$ cat src/hdl/cvd_pkg.sv
// Package for the CompactSize varint decoder: field widths, prefix codes,
// shortest-form bounds, encoded lengths and the configuration register map.
// No dependencies; every other file of the decoder refers to it by scoped names.
`timescale 1ns / 1ps
`default_nettype none

package cvd_pkg;

    // Widths of the item fields.
    localparam int unsigned BYTE_W  = 8;
    localparam int unsigned VALUE_W = 64;
    localparam int unsigned LEN_W   = 4;
    localparam int unsigned LEFT_W  = 4;
    localparam int unsigned POS_W   = 3;

    // Configuration port: one 64-bit register at byte address 8*i.
    localparam int unsigned CFG_DATA_W = 64;
    localparam int unsigned CFG_ADDR_W = 4;
    localparam int unsigned CFG_IDX_LSB = 3;

    // Register indexes.
    typedef enum logic [CFG_ADDR_W-CFG_IDX_LSB-1:0] {
        REG_MAX_VALUE = 1'b0
    } t_reg_idx;

    localparam logic [VALUE_W-1:0] MAX_VALUE_RESET = 64'h0000_0000_0200_0000;

    // Prefix codes; any byte above PFX_U32 announces the 64-bit form.
    localparam logic [BYTE_W-1:0] PFX_U16 = 8'd253;
    localparam logic [BYTE_W-1:0] PFX_U32 = 8'd254;

    // Payload byte counts for each prefix.
    localparam logic [LEFT_W-1:0] PAYLOAD_U16 = 4'd2;
    localparam logic [LEFT_W-1:0] PAYLOAD_U32 = 4'd4;
    localparam logic [LEFT_W-1:0] PAYLOAD_U64 = 4'd8;

    // Total encoded lengths including the prefix.
    localparam logic [LEN_W-1:0] LEN_SINGLE = 4'd1;
    localparam logic [LEN_W-1:0] LEN_U16    = 4'd3;
    localparam logic [LEN_W-1:0] LEN_U32    = 4'd5;
    localparam logic [LEN_W-1:0] LEN_U64    = 4'd9;

    // Smallest value that is in shortest form for the 16-bit prefix.
    localparam logic [VALUE_W-1:0] MIN_U16_FORM = 64'd253;

endpackage : cvd_pkg

`default_nettype wire

$ cat src/hdl/cvd_byte_if.sv
// Input channel of the varint decoder: one stream byte per item.
// Depends on cvd_pkg for the byte width.
`timescale 1ns / 1ps
`default_nettype none

interface cvd_byte_if;
    logic                          valid;
    logic                          ready;
    logic [cvd_pkg::BYTE_W-1:0]    data_byte;

    modport source (output valid, output data_byte, input ready);
    modport sink   (input valid, input data_byte, output ready);
endinterface : cvd_byte_if

`default_nettype wire

$ cat src/hdl/cvd_result_if.sv
// Output channel of the varint decoder: one decoded varint per item.
// Depends on cvd_pkg for the field widths.
`timescale 1ns / 1ps
`default_nettype none

interface cvd_result_if;
    logic                          valid;
    logic                          ready;
    logic [cvd_pkg::VALUE_W-1:0]   value;
    logic                          ok;
    logic [cvd_pkg::LEN_W-1:0]     encoded_length;

    modport source (output valid, output value, output ok, output encoded_length,
                    input ready);
    modport sink   (input valid, input value, input ok, input encoded_length,
                    output ready);
endinterface : cvd_result_if

`default_nettype wire

$ cat src/hdl/cvd_cfg_regs.sv
// APB-style configuration register file of the varint decoder (max_value).
// Depends on cvd_pkg for the register map and reset value.
`timescale 1ns / 1ps
`default_nettype none

module cvd_cfg_regs (
    input  wire logic                              i_clk,
    input  wire logic                              i_rst_n,
    input  wire logic                              psel,
    input  wire logic                              penable,
    input  wire logic                              pwrite,
    input  wire logic [cvd_pkg::CFG_ADDR_W-1:0]    paddr,
    input  wire logic [cvd_pkg::CFG_DATA_W-1:0]    pwdata,
    output logic      [cvd_pkg::CFG_DATA_W-1:0]    prdata,
    output logic                                   pready,
    output logic      [cvd_pkg::VALUE_W-1:0]       o_max_value
);

    logic [cvd_pkg::VALUE_W-1:0] r_max_value;
    logic                        w_sel_max;
    logic                        w_write;

    // Address decode: the byte offset within a register is ignored.
    assign w_sel_max = (cvd_pkg::t_reg_idx'(paddr[cvd_pkg::CFG_ADDR_W-1:cvd_pkg::CFG_IDX_LSB])
                        == cvd_pkg::REG_MAX_VALUE);
    assign w_write   = psel && penable && pwrite;

    // The port never inserts wait states.
    assign pready = 1'b1;

    // Register write in the access phase.
    always_ff @(posedge i_clk) begin
        if (!i_rst_n) begin
            r_max_value <= cvd_pkg::MAX_VALUE_RESET;
        end else if (w_write && w_sel_max) begin
            r_max_value <= pwdata;
        end
    end

    // Read-back; unmapped addresses read as zero.
    always_comb begin
        prdata = '0;
        if (w_sel_max) begin
            prdata = r_max_value;
        end
    end

    assign o_max_value = r_max_value;

endmodule : cvd_cfg_regs

`default_nettype wire

$ cat src/hdl/compactsize_varint_decoder_core.sv
// CompactSize varint decoder, top level: byte parser, output register and config port.
// Depends on cvd_pkg, cvd_byte_if, cvd_result_if and cvd_cfg_regs.
//
// The decoder takes one stream byte per clock and delivers each decoded varint in the
// cycle after its last byte is accepted: value, ok flag and encoded length (1, 3, 5 or
// 9 bytes). A non-shortest encoding or a value above max_value gives ok low with value
// all ones. Throughput is one byte per cycle; the only stall is a held result in the
// single output register that the sink has not taken, and that register is freed in the
// same cycle it is read, so a ready sink never slows the stream. After any result the
// next byte is a new prefix. max_value is written over the APB port at address 0; the user
// must write it only while the stream is idle, as the block itself does not enforce this.
`timescale 1ns / 1ps
`default_nettype none

module compactsize_varint_decoder_core (
    input  wire logic                              i_clk,
    input  wire logic                              i_rst_n,
    cvd_byte_if.sink                               i_in,
    cvd_result_if.source                           o_out,
    input  wire logic                              psel,
    input  wire logic                              penable,
    input  wire logic                              pwrite,
    input  wire logic [cvd_pkg::CFG_ADDR_W-1:0]    paddr,
    input  wire logic [cvd_pkg::CFG_DATA_W-1:0]    pwdata,
    output logic      [cvd_pkg::CFG_DATA_W-1:0]    prdata,
    output logic                                   pready
);

    // Parser state.
    logic [cvd_pkg::BYTE_W-1:0]  r_prefix,     n_prefix;
    logic [cvd_pkg::LEFT_W-1:0]  r_bytes_left, n_bytes_left;
    logic [cvd_pkg::VALUE_W-1:0] r_acc,        n_acc;
    logic [cvd_pkg::POS_W-1:0]   r_pos,        n_pos;

    // Output register.
    logic                        r_out_valid,  n_out_valid;
    logic [cvd_pkg::VALUE_W-1:0] r_value,      n_value;
    logic                        r_ok,         n_ok;
    logic [cvd_pkg::LEN_W-1:0]   r_len,        n_len;

    logic [cvd_pkg::VALUE_W-1:0] w_max_value;
    logic                        w_accept;
    logic [cvd_pkg::BYTE_W-1:0]  w_byte;
    logic [cvd_pkg::VALUE_W-1:0] w_acc_merged;
    logic [cvd_pkg::LEFT_W-1:0]  w_left_dec;
    logic                        w_emit;
    logic [cvd_pkg::VALUE_W-1:0] w_emit_value;
    logic                        w_canonical;
    logic [cvd_pkg::LEN_W-1:0]   w_emit_len;
    logic                        w_good;

    // Configuration register.
    cvd_cfg_regs u_cfg_regs (
        .i_clk       (i_clk),
        .i_rst_n     (i_rst_n),
        .psel        (psel),
        .penable     (penable),
        .pwrite      (pwrite),
        .paddr       (paddr),
        .pwdata      (pwdata),
        .prdata      (prdata),
        .pready      (pready),
        .o_max_value (w_max_value)
    );

    // Accept a byte whenever the output register is empty or being drained.
    assign i_in.ready = !r_out_valid || o_out.ready;
    assign w_accept   = i_in.valid && i_in.ready;
    assign w_byte     = i_in.data_byte;

    // Payload byte merged into the accumulator at its little-endian position.
    assign w_acc_merged = r_acc | ({{(cvd_pkg::VALUE_W-cvd_pkg::BYTE_W){1'b0}}, w_byte}
                                   << {r_pos, 3'b000});
    assign w_left_dec   = r_bytes_left - 4'd1;

    // Parser: next state and the varint to emit, if any.
    always_comb begin
        n_prefix     = r_prefix;
        n_bytes_left = r_bytes_left;
        n_acc        = r_acc;
        n_pos        = r_pos;
        w_emit       = 1'b0;
        w_emit_value = w_acc_merged;
        w_canonical  = 1'b1;
        w_emit_len   = cvd_pkg::LEN_SINGLE;
        if (r_bytes_left == '0) begin
            if (w_byte < cvd_pkg::PFX_U16) begin
                // Single-byte varint.
                w_emit       = 1'b1;
                w_emit_value = {{(cvd_pkg::VALUE_W-cvd_pkg::BYTE_W){1'b0}}, w_byte};
            end else begin
                n_prefix = w_byte;
                n_acc    = '0;
                n_pos    = '0;
                unique case (w_byte)
                    cvd_pkg::PFX_U16: n_bytes_left = cvd_pkg::PAYLOAD_U16;
                    cvd_pkg::PFX_U32: n_bytes_left = cvd_pkg::PAYLOAD_U32;
                    default:          n_bytes_left = cvd_pkg::PAYLOAD_U64;
                endcase
            end
        end else begin
            n_acc        = w_acc_merged;
            n_pos        = r_pos + 3'd1;
            n_bytes_left = w_left_dec;
            if (w_left_dec == '0) begin
                // Last payload byte: check for shortest form.
                w_emit = 1'b1;
                n_acc  = '0;
                n_pos  = '0;
                unique case (r_prefix)
                    cvd_pkg::PFX_U16: begin
                        w_canonical = (w_acc_merged >= cvd_pkg::MIN_U16_FORM);
                        w_emit_len  = cvd_pkg::LEN_U16;
                    end
                    cvd_pkg::PFX_U32: begin
                        w_canonical = (w_acc_merged[cvd_pkg::VALUE_W-1:16] != '0);
                        w_emit_len  = cvd_pkg::LEN_U32;
                    end
                    default: begin
                        w_canonical = (w_acc_merged[cvd_pkg::VALUE_W-1:32] != '0);
                        w_emit_len  = cvd_pkg::LEN_U64;
                    end
                endcase
            end
        end
    end

    // Limit check and the result register's next contents.
    assign w_good = w_canonical && (w_emit_value <= w_max_value);

    always_comb begin
        n_out_valid = r_out_valid && !o_out.ready;
        n_value     = r_value;
        n_ok        = r_ok;
        n_len       = r_len;
        if (w_accept && w_emit) begin
            n_out_valid = 1'b1;
            n_value     = w_good ? w_emit_value : '1;
            n_ok        = w_good;
            n_len       = w_emit_len;
        end
    end

    // Control registers.
    always_ff @(posedge i_clk) begin
        if (!i_rst_n) begin
            r_bytes_left <= '0;
            r_out_valid  <= 1'b0;
        end else begin
            r_out_valid <= n_out_valid;
            if (w_accept) begin
                r_bytes_left <= n_bytes_left;
            end
        end
    end

    // Payload registers.
    always_ff @(posedge i_clk) begin
        if (w_accept) begin
            r_prefix <= n_prefix;
            r_acc    <= n_acc;
            r_pos    <= n_pos;
        end
        r_value <= n_value;
        r_ok    <= n_ok;
        r_len   <= n_len;
    end

    assign o_out.valid          = r_out_valid;
    assign o_out.value          = r_value;
    assign o_out.ok             = r_ok;
    assign o_out.encoded_length = r_len;

endmodule : compactsize_varint_decoder_core

`default_nettype wire

$ cat src/flat_wrapper.sv
// flat-port wrapper written by rule: the top's interface ports become plain ports
module compactsize_varint_decoder_core_flat 
  (i_clk, i_rst_n, psel, penable, pwrite, paddr, pwdata, prdata, pready, i_in_valid, i_in_data_byte, i_in_ready, o_out_valid, o_out_value, o_out_ok, o_out_encoded_length, o_out_ready);
  cvd_byte_if i_in_i ();
  cvd_result_if o_out_i ();
  input  wire logic i_clk;
  input  wire logic i_rst_n;
  input  wire logic psel;
  input  wire logic penable;
  input  wire logic pwrite;
  input  wire logic [cvd_pkg::CFG_ADDR_W-1:0] paddr;
  input  wire logic [cvd_pkg::CFG_DATA_W-1:0] pwdata;
  output logic      [cvd_pkg::CFG_DATA_W-1:0] prdata;
  output logic pready;
  input wire logic [$bits(i_in_i.valid)-1:0] i_in_valid;
  input wire logic [$bits(i_in_i.data_byte)-1:0] i_in_data_byte;
  output wire logic [$bits(i_in_i.ready)-1:0] i_in_ready;
  output wire logic [$bits(o_out_i.valid)-1:0] o_out_valid;
  output wire logic [$bits(o_out_i.value)-1:0] o_out_value;
  output wire logic [$bits(o_out_i.ok)-1:0] o_out_ok;
  output wire logic [$bits(o_out_i.encoded_length)-1:0] o_out_encoded_length;
  input wire logic [$bits(o_out_i.ready)-1:0] o_out_ready;
  assign i_in_i.valid = i_in_valid;
  assign i_in_i.data_byte = i_in_data_byte;
  assign i_in_ready = i_in_i.ready;
  assign o_out_valid = o_out_i.valid;
  assign o_out_value = o_out_i.value;
  assign o_out_ok = o_out_i.ok;
  assign o_out_encoded_length = o_out_i.encoded_length;
  assign o_out_i.ready = o_out_ready;
  compactsize_varint_decoder_core u_core (.i_clk(i_clk), .i_rst_n(i_rst_n), .i_in(i_in_i), .o_out(o_out_i), .psel(psel), .penable(penable), .pwrite(pwrite), .paddr(paddr), .pwdata(pwdata), .prdata(prdata), .pready(pready));
endmodule
$ cat config.mk
export PLATFORM = sky130hd
export DESIGN_NAME = compactsize_varint_decoder_core_flat
export DESIGN_NICKNAME = d
export VERILOG_FILES = /design/src/hdl/cvd_pkg.sv /design/src/hdl/cvd_byte_if.sv /design/src/hdl/cvd_result_if.sv /design/src/hdl/cvd_cfg_regs.sv /design/src/hdl/compactsize_varint_decoder_core.sv /design/src/flat_wrapper.sv
export SDC_FILE = /design/constraint.sdc
export NUM_CORES = 1
export LEC_CHECK = 0
export BUFFER_PORTS_ARGS = -buffer_cell sky130_fd_sc_hd__buf_4
export CAP_MARGIN = 40
export CORE_UTILIZATION = 55
export DETAILED_ROUTE_END_ITERATION = 16
export PLACE_DENSITY = 0.81
export SETUP_SLACK_MARGIN = 0.4
export SLEW_MARGIN = 20
export SYNTH_ARGS = -nofsm -noshare
export SYNTH_HDL_FRONTEND = slang
export SYNTH_SLANG_ARGS = --single-unit
$ cat constraint.sdc
create_clock -name i_clk -period 15.8 [get_ports i_clk]
set_input_delay 0 -clock i_clk [delete_from_list [all_inputs] [get_ports i_clk]]
set_output_delay 0 -clock i_clk [all_outputs]
set_load 0.02 [all_outputs]
==> qor.csv <==
metric,value,unit
run status,completed,
# setup viols final,0,
CTS tree,done,
critical path type,reg -> reg,
Starting Density,0.567,
Ys Warns,0,
CP Data Required Time,16.00,ns
leakage,0.00558,uW
Die Wd,145,um
"Avg Cell Area, Syn",9.56,sq um
Final Net Count,1570,
Hold Path Depth,2,
drt drc,0,
Main synth FF type,edfxtp_1,
Finished Core Util,0.732,
first-pass GRT wire length,48500,um
gr usage total,0.303,
vias,9940,
Slew Limit Fails,0,
Startpoint Class,flip-flop,
sequential cell area fraction in the yosys report,0.507,
Congestion Overflow GR,0,
Die Y,145,um
max_slew headroom,0.430,
vias in the first global route,9166,
filler instances,1373,
Post-CTS Hold Buffers,73,
multi-input logic area,4930,sq um
main area contributors after synthesis,"edfxtp_1 (38%), dfxtp_1 (12%), ha_1 (7.6%)",
port bufs,213,
crit path capture type,flip-flop,
CP max FO,48,
Resized cells post-CTS,0,
first drt pass iteration count,6,
post-route ant nets,0,
"FFs w/ async S/R, synth",0,
share of layout cells above drive strength 1,0.226,
H-Tree Depth,1,
met2 WL,14300,um
Synth area leader,edfxtp_1,
largest net degree at the start of global routing,74,
Reg2Reg Depth,16,
CP bufs+invs,4,
initial antenna violation count,0,
clock slew at reported path FFs,0.07,ns
area of the die,20900,sq um
Placer Congestion,0.897,
Tcrit/Tclk final,0.340,
crit path DAT,5.57,ns
clk_skew,0.0158,ns
Peak VDD IR,0.258,mV
final worst path period need,5.38,ns
worst min-delay path category,in -> reg,
register area,5680,sq um
Crit path largest cell delay,0.51,ns
Detail Route met3 WL,3240,um
fmax,186,MHz
PD cells,262,nW/um^2
Rows,51,
Clock Latency Late Sink,0.51,ns
DP HPWL,21100,um
Post-synth top cells,"nor2_1 (218), edfxtp_1 (143), nand2_1 (139)",
IO Pins,219,
area delta synth->final,29.0,%
"Slowest-stage cell, CP",nor4_1,
final number of hold-violating endpoints,0,
max_cap viols,0,
distinct cell type count after synthesis,64,
Mapped Area,11200,sq um
clock buffer depth,3,
Initial DRC Count,1217,
wire per inst,18.7,um
RSZ-0062 raised after global routing,no,
cell family with the largest share of critical-path delay,simple AND/OR/NAND/NOR gates,
post-CTS setup buffers,0,
"EDFF count, synth",143,
area share of the largest cell type after synthesis,0.384,
synthesized flop and latch total,212,
highest routed layer,met4,
post-route setup TNS,0,ns
Clock Tree Root,clkbuf_16,
clk sinks,212,
Levels on crit path,16,
post-synthesis cell count,1170,
Routed WL,31700,um
met1 wire length,13100,um
area of the core,19700,sq um
Inserted Clock Buffers,23,
top-count cell post-synth,nor2_1,
worst-margin pin slew,0.853,ns
final antenna diode count,0,
cells along the critical path,"inv_1, ha_1, nand2_1, nor2_4, buf_4, buf_12, nor2_1, ha_1, nand4_1, nor4_1, nand3_1, nor3_1, a31oi_1, nor3_4, buf_4, o21ai_0",
Vias per Instance,5.85,
## per-layer routing
metal  global-route usage  vias up
li1                     -     4605
met1                0.429     4655
met2                0.466      585
met3               0.0507       95
met4                0.110        0
met5                    0        -
## stage by stage
stage	hold slack (ns)	cells	total power [uW]	area (sq um)	worst slack [ns]
2_1_floorplan	0.0989	1171	2740	11200	10.68
3_3_place_gp	0.232	1580	3120	12900	9.90
3_5_place_dp	0.236	1584	3220	12900	10.34
4_1_cts	0.0331	1698	3760	14400	10.33
5_1_grt	0.0586	1700	4030	14400	10.13
6_report	0.0200	1700	3780	14400	10.42
## registers in the layout (all words and copies together), names as in the netlist
| signal | flops |
|---|---|
| u_core.o_out.valid | 1 |
| u_core.r_prefix | 8 |
| u_core.r_bytes_left | 4 |
| u_core.o_out.ok | 1 |
| u_core.r_acc | 64 |
| u_core.o_out.value | 64 |
| u_core.o_out.encoded_length | 3 |
| u_core.u_cfg_regs.o_max_value | 64 |
| u_core.r_pos | 3 |
## worst paths after layout
kind | start | endpoint | slack, ns
worst min-delay path | i_rst_n | u_core.u_cfg_regs.o_max_value[28] | 0.02
worst max register to register | u_core.r_bytes_left[1] | u_core.o_out.value[47] | 10.42
worst min register to register | u_core.u_cfg_regs.o_max_value[32] | u_core.u_cfg_regs.o_max_value[32] | 0.46
worst max-delay path | u_core.r_bytes_left[1] | u_core.o_out.value[47] | 10.42
## cells by family (layout without fill, tap and decap cells)
logic type                 Yosys count  count (layout)  share of synthesized area
and+or+nand+nor                    472             472                      0.191
AOI/OAI and AO/OA                  267             267                      0.168
DFF                                212             212                      0.507
buffers and inverters              149             413                     0.0563
adders and majority gates           68              68                     0.0761
other                                1               2                   0.000335
xor gates and xnor gates             1               1                   0.000783
## cell type report
cell class                      count  share of cell area
Inverter                           72              0.0187
Tap cell                          265              0.0230
Sequential cell                   212               0.393
Timing Repair Buffer              300               0.174
Multi-Input combinational cell    810               0.342
Clock buffer                       27              0.0409
Clock inverter                     14             0.00901
## layout by cell type, fill, tap and decap left out, drive strengths merged, types with 8 or more instances in the layout
| cell | synthesis | routed |
|---|---|---|
| nor2b | 15 | 15 |
| dfxtp | 69 | 69 |
| a21oi | 71 | 71 |
| a2111oi | 11 | 11 |
| nand2b | 10 | 10 |
| o21ai | 64 | 64 |
| a31oi | 10 | 10 |
| nor2 | 218 | 218 |
| buf | 22 | 227 |
| clkbuf | 55 | 27 |
| a21boi | 68 | 68 |
| nand2 | 140 | 140 |
| dlygate4sd3 | 0 | 73 |
| inv | 72 | 73 |
| nand4 | 23 | 23 |
| edfxtp | 143 | 143 |
| ha | 68 | 68 |
| nand3 | 14 | 14 |
| nor3 | 8 | 8 |
| a21o | 11 | 11 |
## power breakdown
group | total [uW] | internal (uW) | switching, uW
clock network | 521 | 301 | 220
registers | 1100 | 1040 | 64.0
logic | 2160 | 796 | 1360
total | 3780 | 2130 | 1650
(Power assumes the default switching activity.)
